**src/hw/rtl/scm_pkg.sv**
```systemverilog
// shared types and constants for the sorted change map
package scm_pkg;

    // operation codes carried in the input tuser
    typedef enum logic [1:0] {
        FN_INSERT = 2'd0,
        FN_REMOVE = 2'd1,
        FN_LOOKUP = 2'd2,
        FN_READ   = 2'd3
    } func_t;

    // field widths fixed by the word layout
    localparam int POS_W      = 48;
    localparam int SIG_W      = 6;
    localparam int INDEX_W    = 7;
    localparam int SLOT_W     = 6;
    localparam int COUNT_W    = 7;
    localparam int S_DATA_W   = 72;
    localparam int S_USER_W   = 2;
    localparam int M_DATA_W   = 80;
    localparam int M_USER_W   = 1;
    localparam int CFG_ADDR_W = 1;

    // register indexes on the configuration port
    localparam logic [CFG_ADDR_W-1:0] REG_BASE_NUM = 1'd0;
    localparam logic [CFG_ADDR_W-1:0] REG_BASE_DEN = 1'd1;

    // signature limits and reset value of the base signature
    localparam logic [SIG_W-1:0] NUM_MIN    = 6'd1;
    localparam logic [SIG_W-1:0] NUM_MAX    = 6'd32;
    localparam logic [SIG_W-1:0] BASE_RESET = 6'd4;

    // numerator and denominator of one change
    typedef struct packed {
        logic [SIG_W-1:0] num;
        logic [SIG_W-1:0] den;
    } sig_t;

    // control broadcast from the sequencer to every cell
    typedef struct packed {
        logic  capture;
        func_t func;
        logic  ins_shift;
        logic  rem_shift;
    } cell_ctl_t;

    // a 6-bit denominator is valid when it is a power of two (1 to 32)
    function automatic logic den_valid(input logic [SIG_W-1:0] den);
        return (den != '0) && ((den & (den - SIG_W'(1))) == '0);
    endfunction

endpackage

```
**src/hw/rtl/scm_cell.sv**
```systemverilog
// one slot of the change table with its compare flag and neighbour shift
module scm_cell #(
    parameter int POS_BITS = 48,
    parameter int CNT_W    = 7,
    parameter int CELL_IDX = 0
) (
    input  logic                           aclk,
    input  scm_pkg::cell_ctl_t             ctl,
    input  logic [POS_BITS-1:0]            query_pos,
    input  logic [scm_pkg::INDEX_W-1:0]    query_idx,
    input  logic [CNT_W-1:0]               count,
    input  logic [POS_BITS-1:0]            new_pos,
    input  scm_pkg::sig_t                  new_sig,
    input  logic                           left_flag,
    input  logic [POS_BITS-1:0]            left_pos,
    input  scm_pkg::sig_t                  left_sig,
    input  logic                           right_flag,
    input  logic [POS_BITS-1:0]            right_pos,
    input  scm_pkg::sig_t                  right_sig,
    output logic [POS_BITS-1:0]            pos_out,
    output scm_pkg::sig_t                  sig_out,
    output logic                           flag_out,
    output logic                           first_hit,
    output logic                           last_hit
);
    import scm_pkg::*;

    logic [POS_BITS-1:0] pos_reg, pos_next;
    sig_t                sig_reg, sig_next;
    logic                flag_reg, flag_next;
    logic                occupied;

    // slot holds a live change
    assign occupied = 32'(count) > CELL_IDX;

    // flag marks the leading run of cells: below the key, at or below it, or below the index
    always_comb begin
        unique case (ctl.func)
            FN_INSERT: flag_next = occupied && (pos_reg < query_pos);
            FN_LOOKUP: flag_next = occupied && (pos_reg <= query_pos);
            FN_REMOVE,
            FN_READ:   flag_next = CELL_IDX < 32'(query_idx);
            default:   flag_next = 1'b0;
        endcase
    end

    // insert opens a gap at the first unflagged cell, remove pulls from the right
    always_comb begin
        pos_next = pos_reg;
        sig_next = sig_reg;
        if (ctl.ins_shift && !flag_reg) begin
            if (left_flag) begin
                pos_next = new_pos;
                sig_next = new_sig;
            end else begin
                pos_next = left_pos;
                sig_next = left_sig;
            end
        end else if (ctl.rem_shift && !flag_reg) begin
            pos_next = right_pos;
            sig_next = right_sig;
        end
    end

    always_ff @(posedge aclk) begin
        pos_reg <= pos_next;
        sig_reg <= sig_next;
        if (ctl.capture) begin
            flag_reg <= flag_next;
        end
    end

    // edges of the flagged run
    assign first_hit = !flag_reg && left_flag;
    assign last_hit  = flag_reg && !right_flag;
    assign pos_out   = pos_reg;
    assign sig_out   = sig_reg;
    assign flag_out  = flag_reg;

endmodule

```
**config.mk**
```make
export PLATFORM = sky130hd
export DESIGN_NAME = scm_cell
export DESIGN_NICKNAME = d
export VERILOG_FILES = /design/src/hw/rtl/scm_pkg.sv /design/src/hw/rtl/scm_cell.sv
export SDC_FILE = /design/constraint.sdc
export NUM_CORES = 1
export LEC_CHECK = 0
export BUFFER_PORTS_ARGS = -buffer_cell sky130_fd_sc_hd__buf_2
export CAP_MARGIN = 20
export CORE_MARGIN = 10
export CORE_UTILIZATION = 42
export CTS_BUF_LIST = sky130_fd_sc_hd__clkbuf_8 sky130_fd_sc_hd__clkbuf_16
export CTS_CLUSTER_SIZE = 16
export DETAILED_ROUTE_END_ITERATION = 6
export MAX_ROUTING_LAYER = met4
export PLACE_DENSITY = 0.89
export SLEW_MARGIN = 20
export SYNTH_ARGS = -nofsm -noshare
export SYNTH_HDL_FRONTEND = slang
export SYNTH_SLANG_ARGS = --single-unit
```
**constraint.sdc**
```tcl
create_clock -name aclk -period 4.45 [get_ports aclk]
set_clock_uncertainty 0.05 [all_clocks]
set_input_delay 0.2225 -clock aclk [delete_from_list [all_inputs] [get_ports aclk]]
set_output_delay 0.2225 -clock aclk [all_outputs]
set_load 0.1 [all_outputs]
```
==> results_dict.tcl, run 1 <==
set metrics [dict create \
    critical_path_class "reg2reg" \
    chipHeight_um 122 \
    p_leak_nw 3.36 \
    syn-num-nets 743 \
    cts_max_path_buffers 2 \
    port_buffers 312 \
    worstMarginPinSlew_ns 0.879 \
    synthArstFlopShare_pct 0 \
    ys_seq_area_share_pct 42.1 \
    hp-class "in2reg" \
    ys_seq_elements 61 \
    tritoncts.num_buffers 9 \
    setup_viol 0 \
    cts-hold-fix-buffers 0 \
    routed_wl_um 15700 \
    drc_errors 0 \
    endpoint_kind "flip-flop" \
    powerDensity_nw_per_um2 303 \
    synthCells 445 \
    gp_congestion 0.928 \
    finalCriticalPeriod_ns 2.20 \
    cp-start-kind "flip-flop" \
    start_util_pct 42.7 \
    slew_headroom_pct 41.2 \
    root_buffer "clkbuf_8" \
    worstPathRequired_ns 4.39 \
    max_cap_viol_count 0 \
    finalSetupTns_ns 0 \
    vias_per_cell 4.95 \
    reg2reg_depth 2 \
    synth-main-ff-cell "edfxtp_1" \
    fin_cells 891 \
    grt_overflow 0 \
    netlist_top_cells_area "edfxtp_1, ha_1, mux2i_1" \
    drt_first_iter_violations 244 \
    rsz0062_at_grt "false" \
    dp_hpwl_um 13600 \
    post_drt_wl_per_cell_um 17.7 \
    yosysWarnings 0 \
    whs_ns 0.0770 \
    fin_area_um2 6240 \
    cts_sinks 61 \
    core_area_um2 10200 \
    placed_cell_area_um2 6030 \
    hold_path_depth 1 \
    fmax_mhz 454 \
    ant_nets 0 \
    diodes 0 \
    critPathArrivalTime_ns 2.14 \
    yosysUniqueCellTypes 34 \
    syn_to_final_growth_pct 43.3 \
    layout.nets 1049 \
    postCtsSetupRepairBufs 0 \
    worstSkewPairLatency_ns 0.33 \
    die_area_um2 14800 \
    netlist_area_um2 4350 \
    final_common_cell "buf_2" \
    final_cell_mix "buf_2, nand2_1, edfxtp_1" \
    die-width_um 122 \
    fp-row-count 37 \
    grt_max_degree 71 \
    cts_resized 0 \
    h-tree-depth 3 \
    drt_pass1_iterations 4 \
    layout-drive-gt1-share_pct 44.5 \
    cts_tree "built" \
    yosys.area.top_type_share_pct 42.1 \
    pin_count 313 \
    post-place-ws_ns 2.23 \
    avgSynthCellArea_um2 9.78 \
    dp.cells 876 \
    antenna_found_initial 1 \
    synth_edf_count 61 \
    finalWorstSetupSlack_ns 2.25 \
    grt_use_total_pct 20.7 \
    final_util_pct 61.2 \
    fin_crit_sh_pct 49.5 \
    grt_pass1_vias 4638 \
    vias 4413 \
    grt_pass1_wl_um 23500 \
    report.power.total_mw 1.89 \
    ir_drop_mv 0.155 \
    path_clk_slew_ns 0.07 \
    hold_viol_final 0 \
    path_max_fanout 31 \
    synth_area_leader_cell "edfxtp_1" \
    drv_slew 0 \
    status "finished clean" \
]
-- worst paths after layout --
check | slack, ns | endpoint | startpoint
worst max-delay path | 2.25 | pos_out[38] | flag_out
worst min-delay path | 0.08 | flag_out | ctl[4]
worst max register to register | 2.25 | pos_out[38] | flag_out
worst min register to register | 0.85 | flag_out | pos_out[15]
-- worst max-delay path, stage by stage, from the launching register on --
cell	delay, ns
edfxtp_1	0.54
nor2_4	0.75
buf_4	0.50
-- state kept, by name, indices dropped and copies added (netlist names) --
name and count:
flag_out 1, pos_out 48, sig_out 12
-- power breakdown --
| part | internal (mW) | switching, mW | total (mW) |
|---|---|---|---|
| combinational | 0.195 | 0.462 | 0.657 |
| clock | 0.307 | 0.216 | 0.524 |
| sequential | 0.686 | 0.0222 | 0.709 |
-- kinds of logic (layout without fill, tap and decap cells) --
group           after synthesis  count (layout)  share of synthesized area (%)
simple gates                109             109                           11.6
buf+inv                      69             379                           6.30
mux                          60              60                           13.8
fa+ha+maj                    48              48                           13.8
flops                        61              61                           42.1
compound gates               98              98                           12.4
-- metal layers --
metal	vias to the layer above	track usage, %	routed length (um)
met5	-	-	0
met4	0	5.96	316
met1	1979	22.6	6240
met3	23	5.13	1090
li1	2212	-	-
met2	199	36.4	8100
-- final cells by class --
cell class | count | area, um^2
clock buffers | 9 | 124
repair buffers | 315 | 1590
clock inverters | 6 | 80.1
multi-input cells | 315 | 2260
fillers | 911 | 3950
inverters | 49 | 184
flip-flops and latches | 61 | 1830
well taps | 136 | 170
-- Yosys cell counts (4+ instances only) --
master / count
nor2_1: 5
ha_1: 48
a21oi_1: 22
nand4_1: 10
inv_1: 49
edfxtp_1: 61
buf_2: 12
mux2i_1: 60
o21ai_0: 39
nor3_1: 4
nand3_1: 10
nand2_1: 68
o21ai_1: 24
clkbuf_1: 8
(Power assumes the default switching activity.)
==> inputs of run 2 (changes only) <==
--- a/config.mk
+++ b/config.mk
@@ -5,15 +5,16 @@
 export SDC_FILE = /design/constraint.sdc
 export NUM_CORES = 1
 export LEC_CHECK = 0
+export ABC_AREA = 1
 export BUFFER_PORTS_ARGS = -buffer_cell sky130_fd_sc_hd__buf_2
 export CAP_MARGIN = 20
 export CORE_MARGIN = 10
-export CORE_UTILIZATION = 42
+export CORE_UTILIZATION = 38
 export CTS_BUF_LIST = sky130_fd_sc_hd__clkbuf_8 sky130_fd_sc_hd__clkbuf_16
 export CTS_CLUSTER_SIZE = 16
 export DETAILED_ROUTE_END_ITERATION = 6
 export MAX_ROUTING_LAYER = met4
-export PLACE_DENSITY = 0.89
+export PLACE_DENSITY = 0.85
 export SLEW_MARGIN = 20
 export SYNTH_ARGS = -nofsm -noshare
 export SYNTH_HDL_FRONTEND = slang
==> constraint.sdc (replaced) <==
create_clock -name aclk -period 1.85 [get_ports aclk]
set_clock_uncertainty 0.05 [all_clocks]
set_input_delay 0.0925 -clock aclk [delete_from_list [all_inputs] [get_ports aclk]]
set_output_delay 0.0925 -clock aclk [all_outputs]
set_load 0.1 [all_outputs]
==> results_dict.tcl, run 2 <==
set metrics [dict create \
    h-tree-depth 3 \
    ys_seq_area_share_pct 41.5 \
    cp_top_family "simple AND/OR/NAND/NOR gates" \
    synthSimpleGateAreaFrac_pct 24.2 \
    fmax_mhz 530 \
    max_cap_viol_count 0 \
    worstSkewPairLatency_ns 0.32 \
    path_cells "ha_1 > nand2_1 > inv_2 > nand3_1 > nor3_1 > nand2_2 > nor2_4 > nand2_1 > nand3_1 > nand2_1 > nand2_1 > nand2_1" \
    routed_wl_um 16800 \
    yosysWarnings 0 \
    cp-start-kind "flip-flop" \
    netlist_top_cells_area "edfxtp_1, nand2_1, ha_1" \
    postCtsSetupRepairBufs 0 \
    synth-main-ff-cell "edfxtp_1" \
    drv_slew 0 \
    avgSynthCellArea_um2 7.86 \
    critical_path_class "reg2reg" \
    synth-xor-area-share_pct 0 \
    drt_pass1_iterations 5 \
    grt_overflow 0 \
    final_cell_mix "buf_2, nand2_1, nor2_1" \
    path_buf_inv 1 \
    hp-class "in2reg" \
    yosys.area.top_type_share_pct 41.5 \
    yosysUniqueCellTypes 23 \
    vias_per_cell 4.88 \
    final_common_cell "buf_2" \
    dp.cells 1007 \
    synth_area_leader_cell "edfxtp_1" \
    cp_common_cell "nand2_1" \
    rsz0062_at_grt "true" \
    dp_hpwl_um 14200 \
    syn-num-nets 859 \
    synth_common_cells "nand2_1, nor2_1, inv_1" \
    hold_viol_final 0 \
    yosysMostFrequentCell "nand2_1" \
    finalCriticalPeriod_ns 1.89 \
    finalWorstSetupSlack_ns -0.0375 \
    layout-drive-gt1-share_pct 40.7 \
    path_clk_slew_ns 0.06 \
    core_area_um2 11400 \
    p_sw_mw 1.82 \
    grt_max_degree 62 \
    root_buffer "clkbuf_16" \
    slowest_delay_ns 0.39 \
    ir_drop_mv 0.490 \
    grt_pass1_wl_um 25000 \
    setup_viol 1 \
    crit_slowest_cell "edfxtp_1" \
    ant_nets 0 \
    placed_cell_area_um2 6250 \
    p_leak_nw 3.48 \
    seq_power_share_pct 33.0 \
    cts_sinks 61 \
    endpoint_kind "flip-flop" \
    muxShareOfSynthArea_pct 0 \
    clock_power_share_pct 34.1 \
    gp_congestion 0.910 \
    fin_cells 1025 \
    layout.nets 1174 \
    grt_use_total_pct 19.6 \
    critPathArrivalTime_ns 1.89 \
    synth_edf_count 61 \
    path_max_fanout 2 \
    cts_tree "built" \
    grt_pass1_vias 4956 \
    die-width_um 128 \
    synthCells 561 \
    worstPathRequired_ns 1.86 \
    die_area_um2 16300 \
    antenna_found_initial 2 \
    slew_headroom_pct 64.7 \
    fin_crit_sh_pct 102 \
    synth_top_family_by_area "simple AND/OR/NAND/NOR gates" \
    cts_max_path_buffers 2 \
    status "finished, violations left" \
    vias 5004 \
    n_fill_cell 1032 \
    port_buffers 312 \
    violations "setup timing" \
    powerDensity_nw_per_um2 778 \
    worstMarginPinSlew_ns 0.533 \
    fin_area_um2 6600 \
    combPwrFrac_pct 32.9 \
    syn_to_final_growth_pct 49.5 \
    ys_seq_elements 61 \
    synthAdderAreaFrac_pct 13.6 \
    pin_count 313 \
    fp-row-count 39 \
    tritoncts.num_buffers 9 \
    largest_reg_flops 48 \
    drt_first_iter_violations 230 \
    netlist_area_um2 4410 \
    synthArstFlopShare_pct 0 \
    synth-compound-area-share_pct 12.0 \
    p_sw_share_pct 35.4 \
    start_util_pct 38.8 \
    drc_errors 0 \
    power.internal_mw 3.32 \
    chipHeight_um 128 \
    post_drt_wl_per_cell_um 16.3 \
]
-- run 2: changes by cell type after synthesis, sizes merged, moves of 7 or more --
| cell | delta |
|---|---|
| nand4 | -7 |
| o21ai | -61 |
| mux2i | -60 |
| nor2 | +75 |
| inv | +17 |
| a31oi | +60 |
| nand2 | +108 |
| buf | +8 |
-- run 2: cell type report --
cell class	instances	area [um^2]	area share (%)
antenna	2	5.00	0.0759
clock buffer	9	225	3.41
clock inverter	6	80.1	1.21
inverter	66	248	3.76
multi-input combinational	408	2250	34.1
sequential	61	1830	27.8
tap	143	179	2.71
timing repair buffer	330	1780	26.9
-- run 2: cells by family after synthesis --
family                   after synthesis
AO/OA/AOI/OAI                         88
buffers and inverters                 92
flip-flops                            61
adder cells (fa/ha/maj)               48
AND/OR/NAND/NOR                      272
-- run 2: per-layer routing --
layer	track usage, %	share of wire (%)	vias to the layer above
met1	21.5	38	2262
met5	-	0	-
met3	4.88	7.3	22
met2	34.7	53	210
met4	5.03	1.9	0
li1	-	-	2510
-- run 2: metrics by stage --
step                hold slack, ns  util [%]  worst slack, ns  TNS (ns)  total power [mW]
CTS                         0.0531      57.7           -0.138    -0.138              5.17
detailed placement           0.248      54.9           -0.116    -0.116              3.41
global route                0.0660      58.0           -0.242    -0.242              5.38
finish                      0.0671      58.0          -0.0375   -0.0375              5.13
floorplan                    0.155         -           -0.504    -35.99              2.87
global placement             0.241      54.9          -0.0571   -0.0571              3.38
-- run 2: final timing paths --
check	from	endpoint	slack (ns)	cells past startpoint
min	right_pos[6]	pos_out[6]	0.07	3
min reg2reg	flag_out	pos_out[0]	0.89	3
max reg2reg	pos_out[35]	flag_out	-0.04	12
max	pos_out[35]	flag_out	-0.04	12
-- run 2: timing repair --
item,4_1_cts,5_1_grt
setup endpoints to repair,1,1
endpoints found under the hold margin,1,0
hold buffers,1,0
gates resized for setup,0,5
-- run 2: worst register-to-register path, cell delays in order (launching register included) --
cell	delay (ns)
edfxtp_1	0.39
ha_1	0.31
nand2_1	0.07
inv_2	0.05
nand3_1	0.07
nor3_1	0.17
nand2_2	0.11
nor2_4	0.12
nand2_1	0.07
nand3_1	0.06
nand2_1	0.05
nand2_1	0.05
nand2_1	0.05
-- run 2: power groups by stage --
stage	clock network [mW]	logic (mW)	registers (mW)
after global routing	1.85	1.83	1.71
after global placement	0	1.67	1.72
after detailed placement	0	1.68	1.72
final	1.75	1.69	1.70
after floorplan	0	0.509	2.36
after CTS	1.78	1.69	1.70
